File: config.mk
export PLATFORM = sky130hd
export DESIGN_NAME = uvs_div
export DESIGN_NICKNAME = d
export VERILOG_FILES = /design/src/rtl/core/uvs_pkg.sv /design/src/rtl/core/uvs_div.sv
export SDC_FILE = /design/constraint.sdc
export NUM_CORES = 1
export LEC_CHECK = 0
export BUFFER_PORTS_ARGS = -buffer_cell sky130_fd_sc_hd__buf_2
export CORE_ASPECT_RATIO = 0.5
export CORE_MARGIN = 2
export CORE_UTILIZATION = 33
export DETAILED_ROUTE_END_ITERATION = 8
export GPL_ROUTABILITY_DRIVEN = 0
export PLACE_DENSITY = 0.54
export SYNTH_ARGS = -nofsm -noshare
export SYNTH_HDL_FRONTEND = slang
export SYNTH_SLANG_ARGS = --single-unit
File: constraint.sdc
create_clock -name i_clk -period 14.5 [get_ports i_clk]
set_clock_uncertainty 0.05 [all_clocks]
set_input_delay 2.9 -clock i_clk [delete_from_list [all_inputs] [get_ports i_clk]]
set_output_delay 2.9 -clock i_clk [all_outputs]
set_load 0.01 [all_outputs]
File: src/rtl/core/uvs_pkg.sv
package uvs_pkg;

    localparam int CNT_W     = 11;
    localparam int MAX_SEG   = 1024;
    localparam int FRAC_BITS = 16;
    localparam int TRIG_BITS = 30;
    localparam int PHASE_W   = 32;
    localparam int QUO_W     = PHASE_W + 1;
    localparam int MAG_W     = TRIG_BITS + 1;
    localparam int TEX_W     = FRAC_BITS + 1;
    localparam int RAD_W     = 24;
    localparam int POS_W     = 25;
    localparam int NRM_W     = 18;

    localparam logic [MAG_W-1:0]   TRIG_ONE    = 31'h4000_0000;
    localparam logic [63:0]        HALF64      = 64'h2000_0000;
    localparam logic [MAG_W-1:0]   HALF_PI_Q30 = 31'd1686629713;
    localparam logic [PHASE_W-1:0] QUARTER     = 32'h4000_0000;

    // long division: integer step, then DIV_BITS fraction bits per stage
    localparam int DIV_BITS      = 4;
    localparam int DIV_STAGES    = PHASE_W / DIV_BITS;
    localparam int DIV_TEX_STAGE = FRAC_BITS / DIV_BITS - 1;
    localparam int DIV_LAT       = DIV_STAGES + 1;

    // sine: fold, x, x squared, three stages per horner step, final product
    localparam int HORNER_STEPS = 6;
    localparam int SINE_LAT     = 3 + 3 * HORNER_STEPS + 1;

    localparam logic [1:0] CFG_RADIUS  = 2'd0;
    localparam logic [1:0] CFG_STACKS  = 2'd1;
    localparam logic [1:0] CFG_SECTORS = 2'd2;

    typedef struct packed {
        logic             neg;
        logic [MAG_W-1:0] mag;
    } t_sine;

    typedef struct packed {
        logic [QUO_W-1:0] quo;
        logic [CNT_W-1:0] rem;
        logic [TEX_W-1:0] quo16;
        logic [CNT_W-1:0] rem16;
    } t_div_res;

    function automatic logic [7:0] horner_div(input logic [2:0] k);
        case (k)
            3'd0:    return 8'd156;
            3'd1:    return 8'd110;
            3'd2:    return 8'd72;
            3'd3:    return 8'd42;
            3'd4:    return 8'd20;
            default: return 8'd6;
        endcase
    endfunction

    // floor(2^32 / d) but d = 156 is set lower; estimate gets one correction
    function automatic logic [31:0] horner_recip(input logic [2:0] k);
        case (k)
            3'd0:    return 32'd27531829;
            3'd1:    return 32'd39045157;
            3'd2:    return 32'd59652323;
            3'd3:    return 32'd102261126;
            3'd4:    return 32'd214748364;
            default: return 32'd715827882;
        endcase
    endfunction

endpackage

File: src/rtl/core/uvs_div.sv
module uvs_div (
    input  logic                      i_clk,
    input  logic                      i_en,
    input  logic [uvs_pkg::CNT_W-1:0] i_num,
    input  logic [uvs_pkg::CNT_W-1:0] i_den,
    output uvs_pkg::t_div_res         o_res
);

    localparam int CW = uvs_pkg::CNT_W;
    localparam int QW = uvs_pkg::QUO_W;
    localparam int NS = uvs_pkg::DIV_STAGES;

    logic [CW-1:0]              r_rem [0:NS];
    logic [QW-1:0]              r_quo [0:NS];
    logic [uvs_pkg::TEX_W-1:0]  r_q16 [0:NS];
    logic [CW-1:0]              r_r16 [0:NS];
    logic [QW+CW-1:0]           w_step [0:NS-1];
    logic                       w_ge;

    function automatic logic [QW+CW-1:0] div_steps(input logic [QW-1:0] quo,
                                                   input logic [CW-1:0] rem,
                                                   input logic [CW-1:0] den);
        logic [QW-1:0] q;
        logic [CW-1:0] r;
        logic [CW:0]   dbl;
        q = quo;
        r = rem;
        for (int b = 0; b < uvs_pkg::DIV_BITS; b++) begin
            dbl = {r, 1'b0};
            if (dbl >= {1'b0, den}) begin
                r = CW'(dbl - {1'b0, den});
                q = {q[QW-2:0], 1'b1};
            end else begin
                r = dbl[CW-1:0];
                q = {q[QW-2:0], 1'b0};
            end
        end
        return {q, r};
    endfunction

    assign w_ge = i_num >= i_den;

    always_comb begin
        for (int s = 0; s < NS; s++) begin
            w_step[s] = div_steps(r_quo[s], r_rem[s], i_den);
        end
    end

    always_ff @(posedge i_clk) begin
        if (i_en) begin
            // numerator never exceeds the divisor: integer part is one bit
            r_rem[0] <= w_ge ? CW'(i_num - i_den) : i_num;
            r_quo[0] <= {{(QW-1){1'b0}}, w_ge};
            r_q16[0] <= '0;
            r_r16[0] <= '0;
            for (int s = 0; s < NS; s++) begin
                r_quo[s+1] <= w_step[s][QW+CW-1:CW];
                r_rem[s+1] <= w_step[s][CW-1:0];
                if (s == uvs_pkg::DIV_TEX_STAGE) begin
                    r_q16[s+1] <= w_step[s][CW+uvs_pkg::TEX_W-1:CW];
                    r_r16[s+1] <= w_step[s][CW-1:0];
                end else begin
                    r_q16[s+1] <= r_q16[s];
                    r_r16[s+1] <= r_r16[s];
                end
            end
        end
    end

    always_comb begin
        o_res.quo   = r_quo[NS];
        o_res.rem   = r_rem[NS];
        o_res.quo16 = r_q16[NS];
        o_res.rem16 = r_r16[NS];
    end

endmodule

==> results of run 1 <==
routing by layer:
metal  GRT usage (%)  part of all wire (%)  up-vias
met5               0                     0        -
met3            2.13                   4.2      103
li1                -                     -    11800
met2            27.4                    43      461
met4            4.28                   2.1        0
met1            24.3                    50    11400
final cells by class:
| class | count | area [um^2] | area share (%) |
|---|---|---|---|
| clock buffer | 37 | 862 | 2.73 |
| inverter | 164 | 616 | 1.95 |
| timing repair buffer | 138 | 823 | 2.61 |
| clock inverter | 18 | 205 | 0.650 |
| multi-input combinational | 2525 | 18700 | 59.3 |
| tap | 1170 | 1460 | 4.64 |
| sequential | 296 | 8890 | 28.2 |
Yosys cell counts, drive strengths merged, types with 12 or more instances:
| library cell | count | share of area (%) |
|---|---|---|
| nor4 | 21 | 0.45 |
| xnor2 | 145 | 4.4 |
| o31ai | 30 | 0.82 |
| o21a | 55 | 1.4 |
| ha | 339 | 15 |
| nor2 | 288 | 3.7 |
| or3 | 35 | 0.76 |
| or2 | 31 | 0.67 |
| o311ai | 15 | 0.45 |
| a221o | 23 | 0.79 |
| a31o | 14 | 0.42 |
| a21o | 68 | 1.8 |
| a21boi | 21 | 0.56 |
| a211o | 13 | 0.39 |
| a31oi | 22 | 0.48 |
| and3 | 31 | 0.67 |
| o21ai | 172 | 3.0 |
| nor2b | 48 | 1.0 |
| xor2 | 87 | 2.6 |
| nor3 | 93 | 1.6 |
| buf | 98 | 2.4 |
| a2111oi | 15 | 0.63 |
| a21oi | 252 | 4.4 |
| o21bai | 21 | 0.54 |
| nand4 | 28 | 0.60 |
| mux2i | 44 | 1.5 |
| edfxtp | 296 | 31 |
| nand3 | 49 | 0.85 |
| inv | 159 | 2.1 |
| nand2b | 50 | 1.1 |
| clkbuf | 24 | 0.31 |
| o211ai | 20 | 0.52 |
| a211oi | 32 | 0.91 |
| and2 | 16 | 0.35 |
| nand3b | 12 | 0.31 |
| mux2 | 124 | 4.8 |
| nand2 | 155 | 2.0 |
metrics by stage:
| step | setup WS [ps] | hold slack (ps) | std cells |
|---|---|---|---|
| 6_report | 991 | 363 | 4348 |
| 5_1_grt | 81.0 | 369 | 4348 |
| 4_1_cts | 1100 | 362 | 4348 |
| 3_5_place_dp | 516 | 355 | 4293 |
| 3_3_place_gp | 736 | 350 | 4293 |
| 2_1_floorplan | 1870 | 350 | 3107 |
sequential cells by signal, indices dropped and copies added (netlist names):
signal and cells:
r_r16 44, r_quo 69, r_rem 99, r_q16 84
logic make-up (layout without fill, tap and decap cells):
| family | count (synthesis) | after routing | share of synthesized area, % |
|---|---|---|---|
| AND/OR/NAND/NOR | 892 | 892 | 15.2 |
| AO/OA/AOI/OAI | 885 | 885 | 20.7 |
| adder cells (fa/ha/maj) | 348 | 348 | 15.3 |
| flip-flops | 296 | 296 | 30.7 |
| buffers and inverters | 286 | 357 | 4.80 |
| XOR/XNOR | 232 | 232 | 7.01 |
| multiplexers | 168 | 168 | 6.35 |
path summary, 6_finish.rpt:
path,from,endpoint,slack [ps]
worst min register to register,r_quo[0][235]$_DFFE_PP_,r_quo[0][272]$_DFFE_PP_,360
worst min-delay path,r_quo[0][235]$_DFFE_PP_,r_quo[0][272]$_DFFE_PP_,360
worst max-delay path,i_den[1],r_rem[0][57]$_DFFE_PP_,990
worst max register to register,r_rem[0][44]$_SDFFCE_PN0P_,r_rem[0][57]$_DFFE_PP_,3510
==> impl_metrics.xml, run 1 <==
<?xml version="1.0" encoding="UTF-8"?>
<metrics>
  <group name="sta">
    <metric name="timing_max_transition_violations_final" unit="">0</metric>
    <metric name="slew_at_the_pin_with_the_worst_max_slew_slack" unit="ps">1020</metric>
    <metric name="timing.final.hold_violations" unit="">0</metric>
    <metric name="fmax" unit="GHz">0.0740</metric>
    <metric name="final.setup.tns" unit="ps">0</metric>
    <metric name="max-slew-margin-rel" unit="%">31.6</metric>
    <metric name="finalCritPeriodShare" unit="%">93.2</metric>
    <metric name="rsz0062_at_grt" unit="">no</metric>
    <metric name="time_the_final_worst_path_needs_with_i_o_delays_and_setup" unit="ps">13510</metric>
    <metric name="finalSetupViolations" unit="">0</metric>
  </group>
  <group name="die">
    <metric name="die_x" unit="um">423</metric>
    <metric name="floorplan.initialDensity" unit="%">33.5</metric>
    <metric name="placement_rows" unit="">76</metric>
    <metric name="chipHeight" unit="um">214</metric>
    <metric name="io_pins" unit="">96</metric>
    <metric name="dieArea" unit="um^2">90300</metric>
    <metric name="core" unit="um^2">86500</metric>
  </group>
  <group name="drt">
    <metric name="first_iter_violations" unit="">1684</metric>
    <metric name="wl_per_cell" unit="um">18.1</metric>
    <metric name="detail-route-antenna-nets" unit="">0</metric>
    <metric name="route.detailed.vias_per_inst" unit="">5.47</metric>
    <metric name="via_count" unit="">23800</metric>
    <metric name="postRouteWirelength" unit="um">78500</metric>
    <metric name="firstDrtPassIters" unit="">6</metric>
    <metric name="drc_errors" unit="">0</metric>
  </group>
  <group name="logic_synthesis">
    <metric name="synth_seq_cells" unit="">296</metric>
    <metric name="synth.cell_area" unit="um^2">29000</metric>
    <metric name="synth-seq-area-share" unit="%">30.7</metric>
    <metric name="ys_dominant_reg_cell" unit="">sky130_fd_sc_hd__edfxtp_1</metric>
    <metric name="synth_cell_types" unit="">99</metric>
    <metric name="synth_nets" unit="">3479</metric>
    <metric name="synth_enable_flop_cells" unit="">296</metric>
    <metric name="synth_warnings" unit="">0</metric>
    <metric name="synth.avg_cell_area" unit="um^2">9.32</metric>
    <metric name="asyncSetResetFlopFracSynth" unit="%">0</metric>
    <metric name="syn_inst" unit="">3107</metric>
  </group>
  <group name="place">
    <metric name="post-dp-hpwl" unit="um">59100</metric>
    <metric name="dpl-instance-area" unit="um^2">30500</metric>
    <metric name="portBuffers" unit="">95</metric>
  </group>
  <group name="cells_and_area">
    <metric name="area_growth" unit="%">8.93</metric>
    <metric name="antenna_cells_inserted" unit="">0</metric>
    <metric name="final_net_count" unit="">3531</metric>
    <metric name="post-route-cell-area" unit="um^2">31600</metric>
    <metric name="final_core_util" unit="%">36.5</metric>
    <metric name="layout_commonest_cell" unit="">sky130_fd_sc_hd__ha_1</metric>
    <metric name="mostFrequentLayoutCells" unit="">sky130_fd_sc_hd__ha_1 (339), sky130_fd_sc_hd__edfxtp_1 (296), sky130_fd_sc_hd__nor2_1 (286)</metric>
    <metric name="fill_cells" unit="">8748</metric>
    <metric name="post_route_cells_drive_above_1_share" unit="%">13.0</metric>
  </group>
  <group name="critical_path">
    <metric name="cpLargestDelayFamily" unit="">compound AO/OA/AOI/OAI gates</metric>
    <metric name="critical_path_peak_fanout" unit="">17</metric>
    <metric name="timing.critical_path.depth" unit="">38</metric>
    <metric name="worstSetupStartpointType" unit="">input pin</metric>
    <metric name="critPathCaptureType" unit="">flip-flop</metric>
    <metric name="crit_path_top_delay_cell" unit="">sky130_fd_sc_hd__a31oi_1</metric>
    <metric name="cp.arrival" unit="ps">13770</metric>
    <metric name="critPathKind" unit="">in -&gt; reg</metric>
    <metric name="critical_path.most_common_cell" unit="">sky130_fd_sc_hd__ha_1</metric>
    <metric name="critical_path_required" unit="ps">14760</metric>
    <metric name="timing.reg2reg.worst_path_depth" unit="">36</metric>
    <metric name="worst-path-buf-inv" unit="">5</metric>
    <metric name="critical-path-max-stage-delay" unit="ps">810</metric>
  </group>
  <group name="global_routing">
    <metric name="pin_count_of_the_biggest_net_entering_global_routing" unit="">105</metric>
    <metric name="grt_overflow" unit="">0</metric>
    <metric name="global_route.usage.total" unit="%">17.1</metric>
    <metric name="number_of_global_route_vias_before_repair" unit="">22600</metric>
    <metric name="antenna_violations_before_repair" unit="">0</metric>
    <metric name="grt_pass1_wl" unit="um">124000</metric>
  </group>
  <group name="clock_network">
    <metric name="clock_tree.htree_level_count" unit="">2</metric>
    <metric name="root_buffer" unit="">sky130_fd_sc_hd__clkbuf_16</metric>
    <metric name="path_clk_slew" unit="ps">60</metric>
    <metric name="clock_insertion_delay_worst_skew" unit="ps">560</metric>
    <metric name="clock_buffer_count_from_cts" unit="">34</metric>
    <metric name="holdBufCountCts" unit="">0</metric>
    <metric name="cts.repair.resized" unit="">0</metric>
    <metric name="cts_buffer_depth" unit="">3</metric>
    <metric name="tritoncts" unit="">built</metric>
    <metric name="clkSinkCount" unit="">296</metric>
    <metric name="post_cts.repair.setup_buffers" unit="">0</metric>
  </group>
  <group name="run_status">
    <metric name="status" unit="">complete, no violations</metric>
  </group>
  <group name="flow_run">
    <metric name="max-cap-violations" unit="">0</metric>
  </group>
  <group name="min_path">
    <metric name="timing.hold.worst_path_depth" unit="">0</metric>
    <metric name="hold_path_class" unit="">reg -&gt; reg</metric>
  </group>
</metrics>
Power of run 1 is left out: the tool's default activity adds up to more than one toggle a clock period on the data nets, which glitch-free logic cannot reach.
==> inputs of run 2 (changes only) <==
CORE_UTILIZATION = 35   (was 33)
PLACE_DENSITY = 0.56   (was 0.54)
==> run 2 against run 1 <==
Sequential share of layout area grew 0.15 points; worst setup slack gained 83 ps; non-clock buffer count shrank 1; global-route usage grew 1.3 points; critical path depth shrank 3; highest routed layer unchanged.
==> impl_metrics.xml, run 2 (synthesis gave the netlist of run 1 again) <==
<?xml version="1.0" encoding="UTF-8"?>
<metrics>
  <group name="global_routing">
    <metric name="global_route.usage.total" unit="%">18.4</metric>
    <metric name="grt_overflow" unit="">0</metric>
    <metric name="antenna_violations_before_repair" unit="">1</metric>
    <metric name="pin_count_of_the_biggest_net_entering_global_routing" unit="">81</metric>
    <metric name="number_of_global_route_vias_before_repair" unit="">22100</metric>
    <metric name="grt_pass1_wl" unit="um">125000</metric>
  </group>
  <group name="run_status">
    <metric name="status" unit="">complete, no violations</metric>
  </group>
  <group name="clock_network">
    <metric name="cts.repair.resized" unit="">0</metric>
    <metric name="clock_insertion_delay_worst_skew" unit="ps">630</metric>
    <metric name="root_buffer" unit="">sky130_fd_sc_hd__clkbuf_16</metric>
    <metric name="clock_tree.htree_level_count" unit="">1</metric>
    <metric name="tritoncts" unit="">built</metric>
    <metric name="post_cts.repair.setup_buffers" unit="">0</metric>
    <metric name="holdBufCountCts" unit="">0</metric>
    <metric name="cts_buffer_depth" unit="">3</metric>
    <metric name="clock_buffer_count_from_cts" unit="">30</metric>
    <metric name="clkSinkCount" unit="">296</metric>
    <metric name="path_clk_slew" unit="ps">70</metric>
  </group>
  <group name="cells_and_area">
    <metric name="ff_latch_area" unit="um^2">8890</metric>
    <metric name="layout_commonest_cell" unit="">sky130_fd_sc_hd__ha_1</metric>
    <metric name="finish.cell_count_without_fillers" unit="">4280</metric>
    <metric name="fill_cells" unit="">8088</metric>
    <metric name="post-route-cell-area" unit="um^2">31400</metric>
    <metric name="area_growth" unit="%">8.35</metric>
    <metric name="area_of_combinational_cells_with_multiple_inputs" unit="um^2">18700</metric>
    <metric name="final_net_count" unit="">3526</metric>
    <metric name="post_route_cells_drive_above_1_share" unit="%">13.0</metric>
    <metric name="largest-register" unit="">r_rem</metric>
    <metric name="mostFrequentLayoutCells" unit="">sky130_fd_sc_hd__ha_1 (339), sky130_fd_sc_hd__edfxtp_1 (296), sky130_fd_sc_hd__nor2_1 (286)</metric>
    <metric name="largest_register_ff_count" unit="">99</metric>
    <metric name="antenna_cells_inserted" unit="">0</metric>
    <metric name="reg_top3" unit="">r_rem (99), r_q16 (84), r_quo (69)</metric>
    <metric name="final_core_util" unit="%">38.4</metric>
  </group>
  <group name="die">
    <metric name="chipHeight" unit="um">207</metric>
    <metric name="io_pins" unit="">96</metric>
    <metric name="dieArea" unit="um^2">85200</metric>
    <metric name="floorplan.initialDensity" unit="%">35.4</metric>
    <metric name="placement_rows" unit="">74</metric>
    <metric name="core" unit="um^2">81800</metric>
    <metric name="die_x" unit="um">411</metric>
  </group>
  <group name="critical_path">
    <metric name="worstSetupStartpointType" unit="">input pin</metric>
    <metric name="critPathCaptureType" unit="">flip-flop</metric>
    <metric name="crit_path_top_delay_cell" unit="">sky130_fd_sc_hd__o21ai_1</metric>
    <metric name="critPathKind" unit="">in -&gt; reg</metric>
    <metric name="critical_path_required" unit="ps">14800</metric>
    <metric name="critical_path_peak_fanout" unit="">17</metric>
    <metric name="cpLargestDelayFamily" unit="">compound AO/OA/AOI/OAI gates</metric>
    <metric name="cp.arrival" unit="ps">13730</metric>
    <metric name="rrSetupSlack" unit="ps">2920</metric>
    <metric name="worst-path-buf-inv" unit="">4</metric>
    <metric name="critical-path-max-stage-delay" unit="ps">970</metric>
  </group>
  <group name="sta">
    <metric name="time_the_final_worst_path_needs_with_i_o_delays_and_setup" unit="ps">13430</metric>
    <metric name="timing.final.hold_violations" unit="">0</metric>
    <metric name="finalCritPeriodShare" unit="%">92.6</metric>
    <metric name="rsz0062_at_grt" unit="">no</metric>
    <metric name="fmax" unit="GHz">0.0745</metric>
    <metric name="timing_max_transition_violations_final" unit="">0</metric>
    <metric name="max-slew-margin-rel" unit="%">16.1</metric>
    <metric name="slew_at_the_pin_with_the_worst_max_slew_slack" unit="ps">1250</metric>
    <metric name="finalSetupViolations" unit="">0</metric>
    <metric name="final.setup.tns" unit="ps">0</metric>
  </group>
  <group name="drt">
    <metric name="postRouteWirelength" unit="um">80900</metric>
    <metric name="route.detailed.vias_per_inst" unit="">5.56</metric>
    <metric name="first_iter_violations" unit="">1857</metric>
    <metric name="wl_per_cell" unit="um">18.9</metric>
    <metric name="detail-route-antenna-nets" unit="">0</metric>
    <metric name="firstDrtPassIters" unit="">6</metric>
    <metric name="drc_errors" unit="">0</metric>
    <metric name="via_count" unit="">23800</metric>
  </group>
  <group name="flow_run">
    <metric name="max-cap-violations" unit="">0</metric>
  </group>
  <group name="min_path">
    <metric name="hold_path_class" unit="">reg -&gt; reg</metric>
  </group>
  <group name="place">
    <metric name="post-dp-hpwl" unit="um">60900</metric>
    <metric name="numPlacedInstances" unit="">4224</metric>
    <metric name="portBuffers" unit="">95</metric>
    <metric name="dpl-instance-area" unit="um^2">30400</metric>
  </group>
</metrics>
run 2: final timing paths:
path                              start  cells past startpoint                      to
max                            i_den[0]                     35  r_rem[0][61]$_DFFE_PP_
min              r_r16[0][76]$_DFFE_PP_                      0  r_r16[0][87]$_DFFE_PP_
max reg2reg  r_rem[0][44]$_SDFFCE_PN0P_                     35  r_rem[0][61]$_DFFE_PP_
min reg2reg      r_r16[0][76]$_DFFE_PP_                      0  r_r16[0][87]$_DFFE_PP_
run 2: worst reg2reg max path, delay by kind of cell, from the launching register on:
kind / cells / cell delay [ps]
compound gates: 20 / 6690
simple gates: 5 / 1220
mux: 2 / 500
flops: 1 / 590
fa+ha+maj: 4 / 1480
buf+inv: 4 / 840
run 2: stage by stage:
stage	worst slack (ps)	hold WS (ps)
global placement	912	350
floorplan	1870	350
detailed placement	659	355
finish	1070	362
global route	114	367
CTS	1310	357
run 2: cell type report:
type,count,area share [%]
clock buffers,32,2.42
repair buffers,137,2.60
multi-input cells,2525,59.6
inverters,164,1.96
flip-flops and latches,296,28.3
clock inverters,24,0.745
well taps,1102,4.39
run 2: metal layers:
metal | global-route usage, % | share of wire (%)
met5 | 0 | 0
met1 | 26.7 | 48
met3 | 3.62 | 7.0
met2 | 28.1 | 43
met4 | 3.89 | 2.1
Power of run 2 is left out for the same reason.
==> inputs of run 3 (changes only) <==
CTS_BUF_LIST = sky130_fd_sc_hd__clkbuf_2 sky130_fd_sc_hd__clkbuf_4 sky130_fd_sc_hd__clkbuf_8   (was not set)
SETUP_SLACK_MARGIN = 0.2   (was not set)
==> run 3 against run 2 <==
Core utilization is 0.14 points higher; sequential share of layout area is 0.10 points lower; critical path depth is 2 higher; cell count is 0.84% higher; worst setup slack better by 370 ps; flip-flop and latch count stayed put; via count is 1.0% higher; fmax is 2.8% higher; non-clock buffer count stayed put.
==> impl_metrics.xml, run 3 (synthesis gave the netlist of run 1 again) <==
<?xml version="1.0" encoding="UTF-8"?>
<metrics>
  <group name="drt">
    <metric name="via_count" unit="">24000</metric>
    <metric name="first_iter_violations" unit="">1754</metric>
    <metric name="postRouteWirelength" unit="um">81500</metric>
    <metric name="detail-route-antenna-nets" unit="">0</metric>
    <metric name="drc_errors" unit="">0</metric>
    <metric name="wl_per_cell" unit="um">18.9</metric>
    <metric name="route.detailed.vias_per_inst" unit="">5.57</metric>
    <metric name="firstDrtPassIters" unit="">5</metric>
  </group>
  <group name="critical_path">
    <metric name="crit-reg2reg-capture" unit="">r_rem[0][65]$_DFFE_PP_</metric>
    <metric name="worstReg2RegStart" unit="">r_rem[0][44]$_SDFFCE_PN0P_</metric>
    <metric name="worstSetupStartpointType" unit="">input pin</metric>
    <metric name="rrSetupSlack" unit="ps">3290</metric>
    <metric name="setup.worst_path.start" unit="">i_den[2]</metric>
    <metric name="critical_path_peak_fanout" unit="">18</metric>
    <metric name="critical-path-max-stage-delay" unit="ps">680</metric>
    <metric name="critPathCaptureType" unit="">flip-flop</metric>
    <metric name="crit_path_top_delay_cell" unit="">sky130_fd_sc_hd__a2111oi_4</metric>
    <metric name="critical_path_required" unit="ps">14880</metric>
    <metric name="cp.arrival" unit="ps">13440</metric>
    <metric name="critPathKind" unit="">in -&gt; reg</metric>
    <metric name="timing.reg2reg.worst_path_depth" unit="">36</metric>
  </group>
  <group name="clock_network">
    <metric name="cts_buffer_depth" unit="">3</metric>
    <metric name="root_buffer" unit="">sky130_fd_sc_hd__clkbuf_8</metric>
    <metric name="clkSinkCount" unit="">296</metric>
    <metric name="tritoncts" unit="">built</metric>
    <metric name="clock_tree.htree_level_count" unit="">2</metric>
    <metric name="path_clk_slew" unit="ps">60</metric>
    <metric name="post_cts.repair.setup_buffers" unit="">0</metric>
    <metric name="clock_buffer_count_from_cts" unit="">50</metric>
    <metric name="clock_insertion_delay_worst_skew" unit="ps">700</metric>
  </group>
  <group name="sta">
    <metric name="timing_max_transition_violations_final" unit="">0</metric>
    <metric name="timing.final.hold_violations" unit="">0</metric>
    <metric name="final.setup.tns" unit="ps">0</metric>
    <metric name="rsz0062_at_grt" unit="">no</metric>
    <metric name="timing.hold.ws" unit="ps">341</metric>
    <metric name="finalCritPeriodShare" unit="%">90.0</metric>
    <metric name="fmax" unit="GHz">0.0766</metric>
    <metric name="max-slew-margin-rel" unit="%">33.3</metric>
    <metric name="time_the_final_worst_path_needs_with_i_o_delays_and_setup" unit="ps">13050</metric>
    <metric name="finalSetupViolations" unit="">0</metric>
    <metric name="postLayoutSetupSlackWorst" unit="ps">1450</metric>
    <metric name="slew_at_the_pin_with_the_worst_max_slew_slack" unit="ps">1000</metric>
  </group>
  <group name="global_routing">
    <metric name="global_route.usage.total" unit="%">18.6</metric>
    <metric name="grt_pass1_wl" unit="um">126000</metric>
    <metric name="pin_count_of_the_biggest_net_entering_global_routing" unit="">81</metric>
    <metric name="grt_overflow" unit="">0</metric>
    <metric name="antenna_violations_before_repair" unit="">1</metric>
    <metric name="number_of_global_route_vias_before_repair" unit="">22200</metric>
  </group>
  <group name="die">
    <metric name="floorplan.initialDensity" unit="%">35.4</metric>
    <metric name="chipHeight" unit="um">207</metric>
    <metric name="core" unit="um^2">81800</metric>
    <metric name="dieArea" unit="um^2">85200</metric>
    <metric name="die_x" unit="um">411</metric>
    <metric name="io_pins" unit="">96</metric>
    <metric name="placement_rows" unit="">74</metric>
  </group>
  <group name="min_path">
    <metric name="hold_path_class" unit="">reg -&gt; reg</metric>
    <metric name="timing.hold.worst_path_depth" unit="">0</metric>
    <metric name="min-delay-start" unit="">r_q16[0][123]$_DFFE_PP_</metric>
    <metric name="worstHoldEndpoint" unit="">r_q16[0][140]$_DFFE_PP_</metric>
  </group>
  <group name="place">
    <metric name="post-dp-hpwl" unit="um">60900</metric>
    <metric name="portBuffers" unit="">95</metric>
    <metric name="placement.setup.worst_slack" unit="ps">659</metric>
  </group>
  <group name="cells_and_area">
    <metric name="reg_top3" unit="">r_rem (99), r_q16 (84), r_quo (69)</metric>
    <metric name="final_net_count" unit="">3546</metric>
    <metric name="area_growth" unit="%">8.75</metric>
    <metric name="mostFrequentLayoutCells" unit="">sky130_fd_sc_hd__ha_1 (339), sky130_fd_sc_hd__edfxtp_1 (296), sky130_fd_sc_hd__nor2_1 (286)</metric>
    <metric name="largest-register" unit="">r_rem</metric>
    <metric name="largest_register_ff_count" unit="">99</metric>
    <metric name="post_route_cells_drive_above_1_share" unit="%">13.9</metric>
    <metric name="layout_commonest_cell" unit="">sky130_fd_sc_hd__ha_1</metric>
  </group>
  <group name="run_status">
    <metric name="status" unit="">complete, no violations</metric>
  </group>
  <group name="flow_run">
    <metric name="max-cap-violations" unit="">0</metric>
  </group>
</metrics>
-- run 3: cell type report --
type / count / area (um^2)
Fill cell: 8105 / 50300
Tap cell: 1102 / 1380
Sequential cell: 296 / 8890
Clock inverter: 29 / 322
Multi-Input combinational cell: 2525 / 18700
Antenna cell: 1 / 2.50
Clock buffer: 62 / 778
Inverter: 164 / 616
Timing Repair Buffer: 137 / 816
-- run 3: through the flow --
step	cell area (um^2)	cells	utilization, %
2_1_floorplan	29000	3107	-
3_3_place_gp	30400	4224	37.2
3_5_place_dp	30400	4224	37.2
4_1_cts	31500	4315	38.5
5_1_grt	31500	4316	38.5
6_report	31500	4316	38.5
-- run 3: worst max-delay path: cells and delay by family --
kind,cells,cell delay [ps]
AOI/OAI and AO/OA,17,5410
buffers and inverters,7,1740
and+or+nand+nor,7,1300
adders and majority gates,4,1250
muxes,2,810
-- run 3: worst max-delay path by stage --
stage / to / depth (start not counted) / slack [ps]
3_3_place_gp: r_rem[0][58]$_DFFE_PP_ / 36 / 910
3_5_place_dp: r_rem[0][65]$_DFFE_PP_ / 35 / 660
5_1_grt: r_rem[0][13]$_DFFE_PP_ / 37 / 540
4_1_cts: r_rem[0][65]$_DFFE_PP_ / 35 / 1400
2_1_floorplan: r_rem[0][56]$_DFFE_PP_ / 42 / 1870
6_report: r_rem[0][13]$_DFFE_PP_ / 37 / 1450
-- run 3: what timing repair did --
item / CTS / global route
endpoints found under the setup margin: 0 / 4
hold buffers: 0 / 0
resized for setup: 0 / 1
-- run 3: per-layer routing --
| metal | GRT usage [%] | vias up | wire [um] | share of wire [%] |
|---|---|---|---|---|
| met5 | 0 | - | 0 | 0 |
| met4 | 4.63 | 0 | 1790 | 2.2 |
| met3 | 3.50 | 122 | 5600 | 6.9 |
| met2 | 28.2 | 691 | 34700 | 43 |
| met1 | 27.0 | 11400 | 39400 | 48 |
| li1 | - | 11800 | - | - |
Power of run 3 is left out for the same reason.
